===== src/rtl/core/tcce_pkg.sv =====
package tcce_pkg;

   localparam int OP_W        = 2;
   localparam int CHAR_W      = 8;
   localparam int ROW_FIELD_W = 5;
   localparam int COL_FIELD_W = 7;
   localparam int POS_W       = 11;
   localparam int CELL_W      = 16;
   localparam int ATTR_W      = 8;
   localparam int COLOUR_W    = 4;
   localparam int CSR_INDEX_W = 1;
   localparam int REQ_DATA_W  = 24;
   localparam int RSP_DATA_W  = 40;
   localparam int TAB_STOP    = 8;

   localparam logic [OP_W-1:0] OP_PUT   = 2'd0;
   localparam logic [OP_W-1:0] OP_CLEAR = 2'd1;
   localparam logic [OP_W-1:0] OP_READ  = 2'd2;

   localparam logic [CHAR_W-1:0] CHAR_BACKSPACE = 8'h08;
   localparam logic [CHAR_W-1:0] CHAR_TAB       = 8'h09;
   localparam logic [CHAR_W-1:0] CHAR_NEWLINE   = 8'h0A;
   localparam logic [CHAR_W-1:0] CHAR_RETURN    = 8'h0D;
   localparam logic [CHAR_W-1:0] CHAR_SPACE     = 8'h20;

   localparam logic [ATTR_W-1:0]   RESET_ATTR       = 8'h07;
   localparam logic [COLOUR_W-1:0] RESET_FOREGROUND = 4'h7;
   localparam logic [COLOUR_W-1:0] RESET_BACKGROUND = 4'h0;

   localparam logic [CSR_INDEX_W-1:0] CSR_FOREGROUND = 1'b0;
   localparam logic [CSR_INDEX_W-1:0] CSR_BACKGROUND = 1'b1;

   typedef enum logic [2:0] {
      CMD_PRINT,
      CMD_NEWLINE,
      CMD_BACKSPACE,
      CMD_RETURN,
      CMD_TAB,
      CMD_CLEAR,
      CMD_READ,
      CMD_NOP
   } cmd_kind_type;

   typedef struct packed {
      cmd_kind_type             kind;
      logic [CHAR_W-1:0]        char_code;
      logic [ROW_FIELD_W-1:0]   read_row;
      logic [COL_FIELD_W-1:0]   read_column;
   } cmd_type;

   typedef struct packed {
      logic    valid;
      cmd_type cmd;
   } queue_head_type;

   typedef enum logic [1:0] {
      ST_FILL,
      ST_IDLE,
      ST_READ
   } back_state_type;

endpackage


===== src/rtl/core/tcce_front.sv =====
module tcce_front #(
   parameter int SCREEN_COLUMNS = 80,
   parameter int SCREEN_ROWS    = 25
) (
   input  logic                              clock,
   input  logic                              reset,
   input  logic                              req_tvalid,
   output logic                              req_tready,
   input  logic [tcce_pkg::OP_W-1:0]         req_tuser,  // operation
   // char_code, read_row, read_column, zero fill
   input  logic [tcce_pkg::REQ_DATA_W-1:0]   req_tdata,
   input  logic                              hold,
   output tcce_pkg::queue_head_type          head,
   input  logic                              pop
);

   tcce_pkg::cmd_type entry_ff [2];
   tcce_pkg::cmd_type cmd;
   logic              wr_ptr_ff, wr_ptr_in;
   logic              rd_ptr_ff, rd_ptr_in;
   logic [1:0]        count_ff, count_in;
   logic              push;
   logic              in_range;

   always_comb begin
      cmd.char_code   = req_tdata[7:0];
      cmd.read_row    = req_tdata[12:8];
      cmd.read_column = req_tdata[19:13];
      in_range = (32'(cmd.read_row) < 32'(SCREEN_ROWS)) &&
                 (32'(cmd.read_column) < 32'(SCREEN_COLUMNS));
      case (req_tuser)
         tcce_pkg::OP_PUT: begin
            case (cmd.char_code)
               tcce_pkg::CHAR_NEWLINE:   cmd.kind = tcce_pkg::CMD_NEWLINE;
               tcce_pkg::CHAR_BACKSPACE: cmd.kind = tcce_pkg::CMD_BACKSPACE;
               tcce_pkg::CHAR_RETURN:    cmd.kind = tcce_pkg::CMD_RETURN;
               tcce_pkg::CHAR_TAB:       cmd.kind = tcce_pkg::CMD_TAB;
               default:                  cmd.kind = tcce_pkg::CMD_PRINT;
            endcase
         end
         tcce_pkg::OP_CLEAR: cmd.kind = tcce_pkg::CMD_CLEAR;
         // A read off the screen changes nothing and returns a zero cell value.
         tcce_pkg::OP_READ:  cmd.kind = in_range ? tcce_pkg::CMD_READ : tcce_pkg::CMD_NOP;
         default:            cmd.kind = tcce_pkg::CMD_NOP;
      endcase
   end

   assign req_tready = (count_ff != 2'd2) && !hold;
   assign push       = req_tvalid && req_tready;
   assign head.valid = (count_ff != 2'd0);
   assign head.cmd   = entry_ff[rd_ptr_ff];

   always_comb begin
      wr_ptr_in = push ? !wr_ptr_ff : wr_ptr_ff;
      rd_ptr_in = pop ? !rd_ptr_ff : rd_ptr_ff;
      count_in  = count_ff + 2'(push) - 2'(pop);
   end

   always_ff @(posedge clock) begin
      if (reset) begin
         wr_ptr_ff <= 1'b0;
         rd_ptr_ff <= 1'b0;
         count_ff  <= 2'd0;
      end else begin
         wr_ptr_ff <= wr_ptr_in;
         rd_ptr_ff <= rd_ptr_in;
         count_ff  <= count_in;
      end
   end

   always_ff @(posedge clock) begin
      if (push) begin
         entry_ff[wr_ptr_ff] <= cmd;
      end
   end

endmodule


===== config.mk =====
export PLATFORM = sky130hd
export DESIGN_NAME = tcce_front
export DESIGN_NICKNAME = d
export VERILOG_FILES = /design/src/rtl/core/tcce_pkg.sv /design/src/rtl/core/tcce_front.sv
export SDC_FILE = /design/constraint.sdc
export NUM_CORES = 1
export LEC_CHECK = 0
export ABC_AREA = 1
export BUFFER_PORTS_ARGS = -buffer_cell sky130_fd_sc_hd__buf_2
export CORE_UTILIZATION = 45
export CTS_CLUSTER_DIAMETER = 150
export DETAILED_ROUTE_END_ITERATION = 8
export PLACE_DENSITY_LB_ADDON = 0.08
export RECOVER_POWER = 25
export SYNTH_ARGS = -nofsm -noshare
export SYNTH_HDL_FRONTEND = slang
export SYNTH_SLANG_ARGS = --single-unit

===== constraint.sdc =====
create_clock -name clock -period 2.3 [get_ports clock]
set_input_delay 0.345 -clock clock [delete_from_list [all_inputs] [get_ports clock]]
set_output_delay 0.345 -clock clock [all_outputs]
set_load 0.01 [all_outputs]

======== Yosys cells after proc, flatten, opt, wreduce, memory -nomap -nowiden ========
Memory sizes are Yosys's and may differ from the RTL's. A register that Yosys moved wholly into a read port is not among the register bits.
Index checks and enable logic that the tools add are counted.
word-level totals
  register bits after elaboration ......... 4
  RAM bits ................................ 46
  input port bits ......................... 31
  output and inout port bits .............. 25
  logic and storage cells ................. 30
  memories kept ........................... 1
cells by class
  add/sub/neg operators ................... 2
  order comparisons ....................... 2
  equal/unequal tests ..................... 7
  multiplexer cells ....................... 7
  reductions and logical operators ........ 8
memories
  name      depth  bits a word  read ports  clocked after Yosys merged registers in  write ports  line              source
  entry_ff  2      23           1           1                                        1            tcce_front.sv:17  tcce_pkg::cmd_type entry_ff [2];
operator list
  operator                                                               number
  8-bit by 4-bit equality test with 1-bit output, second input constant  4
  3-bit case mux with 4 select lines                                     1
  3-bit case mux with 3 select lines                                     1
  7-bit less-than comparator, second input constant                      1
  5-bit less-than comparator, second input constant                      1
  1-bit two-way mux                                                      5
  1-bit logical AND                                                      3
  1-bit logical NOT                                                      3
  2-bit by 1-bit adder with 2-bit output                                 1
  2-bit by 1-bit equality test with 1-bit output, second input constant  1
  2-bit equality test, second input constant                             1
  2-bit logical NOT                                                      1
  2-bit != test, second input constant                                   1
  2-bit nonzero test                                                     1
  2-bit by 1-bit subtractor with 2-bit output                            1

======== Logic depth before layout (Yosys ltp) ========
Gate-level depths: netlist of run 1.
  depth after elaboration ................. 5
  mapped depth ............................ 10
  mapped depth without buffers ............ 10

======== Least setup slack after synthesis of run 1 ========
Ideal clock, no wire load.
  path type ............................... register to register
  from .................................... register count_ff[0]
  to ...................................... memory entry_ff[0][0] (netlist bit), enable pin
  setup time .............................. 403 ps
  arrival time ............................ 1554 ps
  data required time ...................... 1897 ps
  setup slack ............................. 343 ps
  stages on the path, launching flop included .. 5
  buffers on the path ..................... 0
  clock period less this slack ............ 1957 ps
  cell sequence ........................... dfxtp_1 inv_1 nand2_1 nand3_1 nor2_1
between the ends
  word-level cells in the longest chain between the ends .. 5
RTL lines
  element                                  line              source
  start: declaration                       tcce_front.sv:21  logic [1:0] count_ff, count_in;
  start signal: assignment                 tcce_front.sv:67  count_ff <= count_in;
  2-bit != test                            tcce_front.sv:48  assign req_tready = (count_ff != 2'd2) && !hold;
  1-bit logical AND                        tcce_front.sv:48
  1-bit logical AND                        tcce_front.sv:49  assign push = req_tvalid && req_tready;
  1-bit two-way mux                        tcce_front.sv:72  if (push) begin
  1-bit two-way mux (implied by the code)  tcce_front.sv:73  entry_ff[wr_ptr_ff] <= cmd;
  end: declaration                         tcce_front.sv:17
Every way passes these cells.

==> reports/qor.json, run 1 <==
{
  "run_status": {"value": "finished clean"},
  "maxClockFrequency": {"value": 504, "unit": "MHz"},
  "rd_place_congestion": {"value": 0.774},
  "half_perimeter_wire_length_of_the_detailed_placement_result": {"value": 2510, "unit": "um"},
  "dominant_combinational_cell_family_by_area_after_synthesis": {"value": "multiplexers"},
  "finalNetCount": {"value": 242},
  "worst-path-stages": {"value": 3},
  "number_of_clock_buffers_inserted_by_tritoncts": {"value": 5},
  "synth.top_cell.area_share": {"value": 0.659},
  "synthDominantAreaCellType": {"value": "sky130_fd_sc_hd__edfxtp_1"},
  "crit_path_end_kind": {"value": "primary output"},
  "skew": {"value": 4.70, "unit": "ps"},
  "cp_data_required_time": {"value": 1960, "unit": "ps"},
  "synthesis.nets": {"value": 182},
  "synth_fa_ha_area_frac": {"value": 0.0358},
  "count_of_endpoints_failing_setup_in_the_final_report": {"value": 0},
  "post_drt_wl_per_cell": {"value": 13.2, "unit": "um"},
  "finalCriticalPeriod": {"value": 1980, "unit": "ps"},
  "post_placement_cell_count": {"value": 250},
  "report.final.hold_viol_count": {"value": 0},
  "final_cell_mix": {"value": "sky130_fd_sc_hd__edfxtp_1 (46), sky130_fd_sc_hd__buf_2 (39), sky130_fd_sc_hd__mux2_2 (23)"},
  "finalMaxSlewViolations": {"value": 0},
  "post_synth_xor_area_fraction": {"value": 0.00836},
  "vias_per_cell": {"value": 4.78},
  "timing.hold.worst_path_depth": {"value": 1},
  "preCtsSetupSlack": {"value": 573, "unit": "ps"},
  "cp_slowest_cell": {"value": "sky130_fd_sc_hd__dfxtp_1"},
  "n_fill_cell": {"value": 391},
  "post-route-drc-count": {"value": 0},
  "gates_resized_cts_repair": {"value": 0},
  "cts_num_sinks": {"value": 51},
  "cts_tree": {"value": "built"},
  "detail_route.first_pass.iterations": {"value": 4},
  "synth_sequential_area_ratio": {"value": 0.707},
  "setup.worst_path.start_class": {"value": "flip-flop"},
  "most_frequent_standard_cell_in_the_layout_excluding_fill_and_tap_cells": {"value": "sky130_fd_sc_hd__edfxtp_1"},
  "totalNegativeSetupSlack": {"value": 0, "unit": "ps"},
  "placed_area": {"value": 2450, "unit": "um2"},
  "timing.critical_path.cells": {"value": "buf_4 > mux2_2 > buf_2"},
  "antenna_left": {"value": 0},
  "critPathMaxStageDelay": {"value": 600, "unit": "ps"},
  "cts_hold_repair.buffers": {"value": 0},
  "netlist_instances": {"value": 145},
  "critical_path_peak_fanout": {"value": 9},
  "final.period_utilization": {"value": 0.863},
  "grt_max_degree": {"value": 17},
  "buffers_added_on_ports": {"value": 51},
  "synthMuxAreaShare": {"value": 0.124},
  "count_of_non_filler_cells_in_the_finished_layout": {"value": 258},
  "area_growth_syn_to_layout": {"value": 20.2, "unit": "%"},
  "io_pins": {"value": 56},
  "post-layout-total-power": {"value": 1810, "unit": "uW"},
  "initial_utilization": {"value": 0.475},
  "worst_path_dominant_cell_family": {"value": "flip-flops"},
  "maxCapViolations": {"value": 0},
  "worst_slack": {"value": 316, "unit": "ps"},
  "worst_ir_drop_vdd": {"value": 0.391, "unit": "mV"},
  "type_of_the_worst_setup_path": {"value": "reg2out"},
  "ys_warn_count": {"value": 0},
  "yosys.cell_types.count": {"value": 13},
  "totalWireLength": {"value": 3410, "unit": "um"},
  "chipWidth": {"value": 70.2, "unit": "um"},
  "grt_first_pass_wirelength": {"value": 5910, "unit": "um"},
  "clk_latency": {"value": 290, "unit": "ps"},
  "first_global_vias": {"value": 1295},
  "power_density": {"value": 720, "unit": "nW/um2"},
  "compound_cell_area_share_of_the_yosys_netlist": {"value": 0.00716},
  "synth_simple_gate_area_frac": {"value": 0.0788},
  "dieArea": {"value": 4930, "unit": "um2"},
  "grt_util_all_layers": {"value": 0.159},
  "drt_iter0_drc": {"value": 29},
  "setup_repair_after_global_routing_missed_its_margin": {"value": "false"},
  "synth.area.top_cells": {"value": "sky130_fd_sc_hd__edfxtp_1 (66%), sky130_fd_sc_hd__mux2_2 (12%), sky130_fd_sc_hd__dfxtp_1 (4.8%), sky130_fd_sc_hd__ha_1 (3.6%), sky130_fd_sc_hd__nand2_1 (3.6%)"},
  "post-route-cell-area": {"value": 2520, "unit": "um2"},
  "layout-drive-gt1-share": {"value": 0.359},
  "reg2reg_depth": {"value": 10},
  "global_route.overflow_total": {"value": 0},
  "diodes_inserted": {"value": 0},
  "root_buffer": {"value": "sky130_fd_sc_hd__clkbuf_8"},
  "cts.htree.levels": {"value": 2},
  "hp-class": {"value": "in2reg"},
  "route.vias.total": {"value": 1232},
  "crit_buf_inv": {"value": 2},
  "slew_at_the_pin_with_the_worst_max_slew_slack": {"value": 504, "unit": "ps"},
  "post_cts.repair.setup_buffers": {"value": 0},
  "synth_area": {"value": 2100, "unit": "um2"},
  "synth_seq_cells": {"value": 51},
  "row_count": {"value": 24},
  "cts_buffer_depth": {"value": 2},
  "antenna_violations_before_repair": {"value": 0},
  "clkTransAtPathRegs": {"value": 80, "unit": "ps"},
  "worstPathArrival": {"value": 1640, "unit": "ps"},
  "dieHeight": {"value": 70.2, "unit": "um"},
  "core-area": {"value": 4410, "unit": "um2"},
  "worst_slew_margin_rel": {"value": 0.664},
  "leakage": {"value": 0.00101, "unit": "uW"},
  "syn_avg_cell_area": {"value": 14.5, "unit": "um2"}
}
## where the power goes
group | switching, uW | internal [uW] | total [uW]
clock network | 260 | 214 | 473
registers | 19.5 | 1060 | 1080
logic | 136 | 122 | 258
total | 415 | 1400 | 1810
## state kept, by name, summed over array words and instances, names as in the netlist, named ones only
register   flops
count_ff       2
rd_ptr_ff      1
entry_ff      46
wr_ptr_ff      1
## path summary, 6_finish.rpt
path	from	endpoint	slack, ps
worst min-delay path	req_tdata[16]	entry_ff[1][3]	230
worst max register to register	count_ff[0]	count_ff[1]	650
worst max-delay path	flip-flop	head[22]	320
worst min register to register	rd_ptr_ff	flip-flop	530
## cell families after synthesis
group                    after synthesis
adder cells (fa/ha/maj)                6
AO/OA/AOI/OAI                          3
AND/OR/NAND/NOR                       42
flip-flops                            51
XOR/XNOR                               2
multiplexers                          23
buffers and inverters                 18
## metal layers
metal / vias up / track usage / wire [um]
met5: - / 0 / 0
met4: 0 / 0.0533 / 55
met3: 5 / 0.0606 / 177
met2: 32 / 0.267 / 1760
met1: 575 / 0.187 / 1410
li1: 620 / - / -
## through the flow
stage	utilization	hold slack (ps)
2_1_floorplan	-	416
4_1_cts	0.574	225
3_5_place_dp	0.556	508
5_1_grt	0.571	211
3_3_place_gp	0.556	499
6_report	0.571	233
## worst reg2reg max path: cells and delay by family (launching register included)
kind	cells	cell delay, ps
xor+xnor	1	180
fa+ha+maj	2	520
simple gates	5	410
buf+inv	2	110
flops	1	340
## cells in the mapped netlist
cell type	count
sky130_fd_sc_hd__xnor2_1	2
sky130_fd_sc_hd__mux2_2	23
sky130_fd_sc_hd__buf_6	2
sky130_fd_sc_hd__nand2_1	20
sky130_fd_sc_hd__edfxtp_1	46
sky130_fd_sc_hd__nand3_1	4
sky130_fd_sc_hd__a21oi_1	1
sky130_fd_sc_hd__o21ai_0	2
sky130_fd_sc_hd__or2_1	1
sky130_fd_sc_hd__ha_1	6
sky130_fd_sc_hd__dfxtp_1	5
sky130_fd_sc_hd__nor2_1	17
sky130_fd_sc_hd__inv_1	16
## layout make-up
| cell class | instances | area, um2 | area share |
|---|---|---|---|
| sequential | 51 | 1480 | 0.588 |
| clock buffer | 7 | 76.3 | 0.0303 |
| tap | 52 | 65.1 | 0.0258 |
| timing repair buffer | 55 | 295 | 0.117 |
| inverter | 16 | 60.1 | 0.0238 |
| multi-input combinational | 76 | 537 | 0.213 |
| clock inverter | 1 | 5.00 | 0.00199 |
(Power assumes the default switching activity.)
==> run 2: changes to the inputs <==
--- a/config.mk
+++ b/config.mk
@@ -5,7 +5,6 @@
 export SDC_FILE = /design/constraint.sdc
 export NUM_CORES = 1
 export LEC_CHECK = 0
-export ABC_AREA = 1
 export BUFFER_PORTS_ARGS = -buffer_cell sky130_fd_sc_hd__buf_2
 export CORE_UTILIZATION = 45
 export CTS_CLUSTER_DIAMETER = 150
==> run 2 against run 1 <==
Against the previous run: clock skew increased by 2.7 ps; final area increased by 0.40%; clock-buffer cell count unchanged; non-clock buffer count unchanged; critical path depth unchanged; synthesized cell count decreased by 17%; area after synthesis decreased by 0.18%; clock power increased by 24%; first-iteration DRC count increased by 69%; routed wire length decreased by 3.3%; highest routed layer unchanged.
==> reports/qor.json, run 2 <==
{
  "run_status": {"value": "finished clean"},
  "most_frequent_standard_cell_in_the_layout_excluding_fill_and_tap_cells": {"value": "sky130_fd_sc_hd__edfxtp_1"},
  "setup_repair_after_global_routing_missed_its_margin": {"value": "false"},
  "area_growth_syn_to_layout": {"value": 20.9, "unit": "%"},
  "finalNetCount": {"value": 217},
  "antenna_left": {"value": 0},
  "postSynth.asyncResetShare": {"value": 0},
  "combinational_cell_fraction_of_total_power": {"value": 0.135},
  "largest_register_ff_count": {"value": 46},
  "synth_ff_type": {"value": "sky130_fd_sc_hd__edfxtp_1"},
  "vias_per_cell": {"value": 5.05},
  "grt_first_pass_wirelength": {"value": 5640, "unit": "um"},
  "worst_ir_drop_vdd": {"value": 0.469, "unit": "mV"},
  "rd_place_congestion": {"value": 0.697},
  "final.period_utilization": {"value": 0.836},
  "post-route-drc-count": {"value": 0},
  "buffers_added_on_ports": {"value": 51},
  "dieHeight": {"value": 70.2, "unit": "um"},
  "maxCapViolations": {"value": 0},
  "cts_hold_repair.buffers": {"value": 0},
  "finalCriticalPeriod": {"value": 1920, "unit": "ps"},
  "synth_seq_cells": {"value": 51},
  "count_of_endpoints_failing_setup_in_the_final_report": {"value": 0},
  "cts.htree.levels": {"value": 2},
  "grt_max_degree": {"value": 22},
  "dieArea": {"value": 4930, "unit": "um2"},
  "registers.top_by_ff_count": {"value": "entry_ff"},
  "antenna_violations_before_repair": {"value": 0},
  "initial_utilization": {"value": 0.474},
  "maxClockFrequency": {"value": 520, "unit": "MHz"},
  "fin_hold_ws": {"value": 240, "unit": "ps"},
  "synth.area.top_cells": {"value": "sky130_fd_sc_hd__edfxtp_1 (66%), sky130_fd_sc_hd__mux2_2 (12%), sky130_fd_sc_hd__dfxtp_1 (4.8%), sky130_fd_sc_hd__ha_1 (3.6%), sky130_fd_sc_hd__nor2_1 (1.8%)"},
  "layout-drive-gt1-share": {"value": 0.425},
  "synth.top_cell.area_share": {"value": 0.660},
  "finalMaxSlewViolations": {"value": 0},
  "type_of_the_worst_setup_path": {"value": "reg2out"},
  "post_drt_wl_per_cell": {"value": 14.1, "unit": "um"},
  "power_density": {"value": 763, "unit": "nW/um2"},
  "top_regs": {"value": "entry_ff x46, count_ff x2"},
  "cp_data_required_time": {"value": 1960, "unit": "ps"},
  "global_route.overflow_total": {"value": 0},
  "route.vias.total": {"value": 1177},
  "p_sw_frac": {"value": 0.214},
  "yosys.cell_types.count": {"value": 29},
  "sequential_share_of_power": {"value": 0.562},
  "hp-class": {"value": "in2reg"},
  "worst_slew_margin_rel": {"value": 0.720},
  "synthTopCellsByCount": {"value": "sky130_fd_sc_hd__edfxtp_1 (46), sky130_fd_sc_hd__mux2_2 (23), sky130_fd_sc_hd__nor2_1 (10)"},
  "syn_avg_cell_area": {"value": 17.4, "unit": "um2"},
  "diodes_inserted": {"value": 0},
  "n_fill_cell": {"value": 366},
  "clk_latency": {"value": 290, "unit": "ps"},
  "cell_internal_pwr": {"value": 1520, "unit": "uW"},
  "root_buffer": {"value": "sky130_fd_sc_hd__clkbuf_8"},
  "totalNegativeSetupSlack": {"value": 0, "unit": "ps"},
  "setup.worst_path.start_class": {"value": "flip-flop"},
  "skew": {"value": 7.41, "unit": "ps"},
  "netlist_instances": {"value": 120},
  "half_perimeter_wire_length_of_the_detailed_placement_result": {"value": 2390, "unit": "um"},
  "synthDominantAreaCellType": {"value": "sky130_fd_sc_hd__edfxtp_1"},
  "totalWireLength": {"value": 3290, "unit": "um"},
  "synth-edff-count": {"value": 46},
  "number_of_clock_buffers_inserted_by_tritoncts": {"value": 5},
  "clkTransAtPathRegs": {"value": 80, "unit": "ps"},
  "core-area": {"value": 4410, "unit": "um2"},
  "post-route-cell-area": {"value": 2530, "unit": "um2"},
  "synthesis.nets": {"value": 157},
  "final_cell_mix": {"value": "sky130_fd_sc_hd__edfxtp_1 (46), sky130_fd_sc_hd__buf_2 (38), sky130_fd_sc_hd__mux2_2 (23)"},
  "yosysMostFrequentCell": {"value": "sky130_fd_sc_hd__edfxtp_1"},
  "cts_buffer_depth": {"value": 2},
  "chipWidth": {"value": 70.2, "unit": "um"},
  "r2r_setup_slack": {"value": 610, "unit": "ps"},
  "gates_resized_cts_repair": {"value": 0},
  "cts_tree": {"value": "built"},
  "critical_path_peak_fanout": {"value": 16},
  "detail_route.first_pass.iterations": {"value": 4},
  "cts_num_sinks": {"value": 51},
  "synth_sequential_area_ratio": {"value": 0.708},
  "drt_iter0_drc": {"value": 49},
  "report.final.hold_viol_count": {"value": 0},
  "synth_area": {"value": 2090, "unit": "um2"},
  "finalCoreUtilization": {"value": 0.573},
  "placed_area": {"value": 2440, "unit": "um2"},
  "p_sw": {"value": 413, "unit": "uW"},
  "crit_path_end_kind": {"value": "primary output"},
  "row_count": {"value": 24},
  "post_cts.repair.setup_buffers": {"value": 0},
  "clockPowerShare": {"value": 0.304},
  "leakage": {"value": 0.000943, "unit": "uW"},
  "ys_warn_count": {"value": 0},
  "worstPathArrival": {"value": 1580, "unit": "ps"},
  "io_pins": {"value": 56},
  "grt_util_all_layers": {"value": 0.151},
  "slew_at_the_pin_with_the_worst_max_slew_slack": {"value": 420, "unit": "ps"},
  "first_global_vias": {"value": 1243}
}
run 2: cell count changes in the layout (fill, tap and decap cells not counted), sizes merged, moves of 2 or more:
cell / previous run / this run
inv: 16 / 4
and2: 0 / 2
nor2: 17 / 10
nand2: 20 / 1
nand3: 4 / 1
nor2b: 0 / 2
run 2: worst max-delay path: stages (launching register included):
cell and delay [ps]:
sky130_fd_sc_hd__dfxtp_1 580, sky130_fd_sc_hd__buf_12 210, sky130_fd_sc_hd__mux2_2 350, sky130_fd_sc_hd__buf_2 140
run 2: per-layer routing:
metal | global-route usage | wire length, um | up-vias | part of all wire
met5 | 0 | 0 | - | 0
met2 | 0.265 | 1670 | 33 | 0.51
li1 | - | - | 576 | -
met4 | 0.0467 | 52 | 0 | 0.016
met1 | 0.176 | 1410 | 563 | 0.43
met3 | 0.0491 | 158 | 5 | 0.048
run 2: area by class of cell:
cell class	count	area (um2)	share of cell area
Sequential cell	51	1480	0.586
Multi-Input combinational cell	63	581	0.229
Timing Repair Buffer	55	282	0.111
Tap cell	52	65.1	0.0257
Clock buffer	7	76.3	0.0302
Inverter	4	15.0	0.00593
Clock inverter	1	30.0	0.0119
run 2: worst paths after layout:
check,start,end,cells past startpoint
worst max-delay path,flip-flop,head[22],3
worst min-delay path,req_tdata[14],entry_ff[0][1],1
worst max register to register,count_ff[1],count_ff[1],9
worst min register to register,rd_ptr_ff,rd_ptr_ff,2
run 2: cells by family (layout without fill, tap and decap cells):
family,Yosys count,after routing,synth area share
buffers and inverters,6,67,0.0143
AOI/OAI and AO/OA,6,6,0.0245
xor gates and xnor gates,2,2,0.00837
adders and majority gates,6,6,0.0359
DFF,51,51,0.708
and+or+nand+nor,25,25,0.0801
muxes,24,24,0.129
run 2: power groups by stage:
stage                     Combinational, uW  Clock, uW  Sequential [uW]
after global routing                    289        647             1090
final                                   260        586             1080
after detailed placement                268          0             1110
after floorplan                         162          0             1100
after global placement                  260          0             1100
after CTS                               270        607             1090
run 2: stage by stage:
stage / total power, uW / instances / setup slack, ps
after floorplan: 1260 / 120 / 570
after global placement: 1360 / 225 / 661
after detailed placement: 1370 / 225 / 553
after CTS: 1960 / 233 / 329
after global routing: 2030 / 233 / 292
final: 1930 / 233 / 377
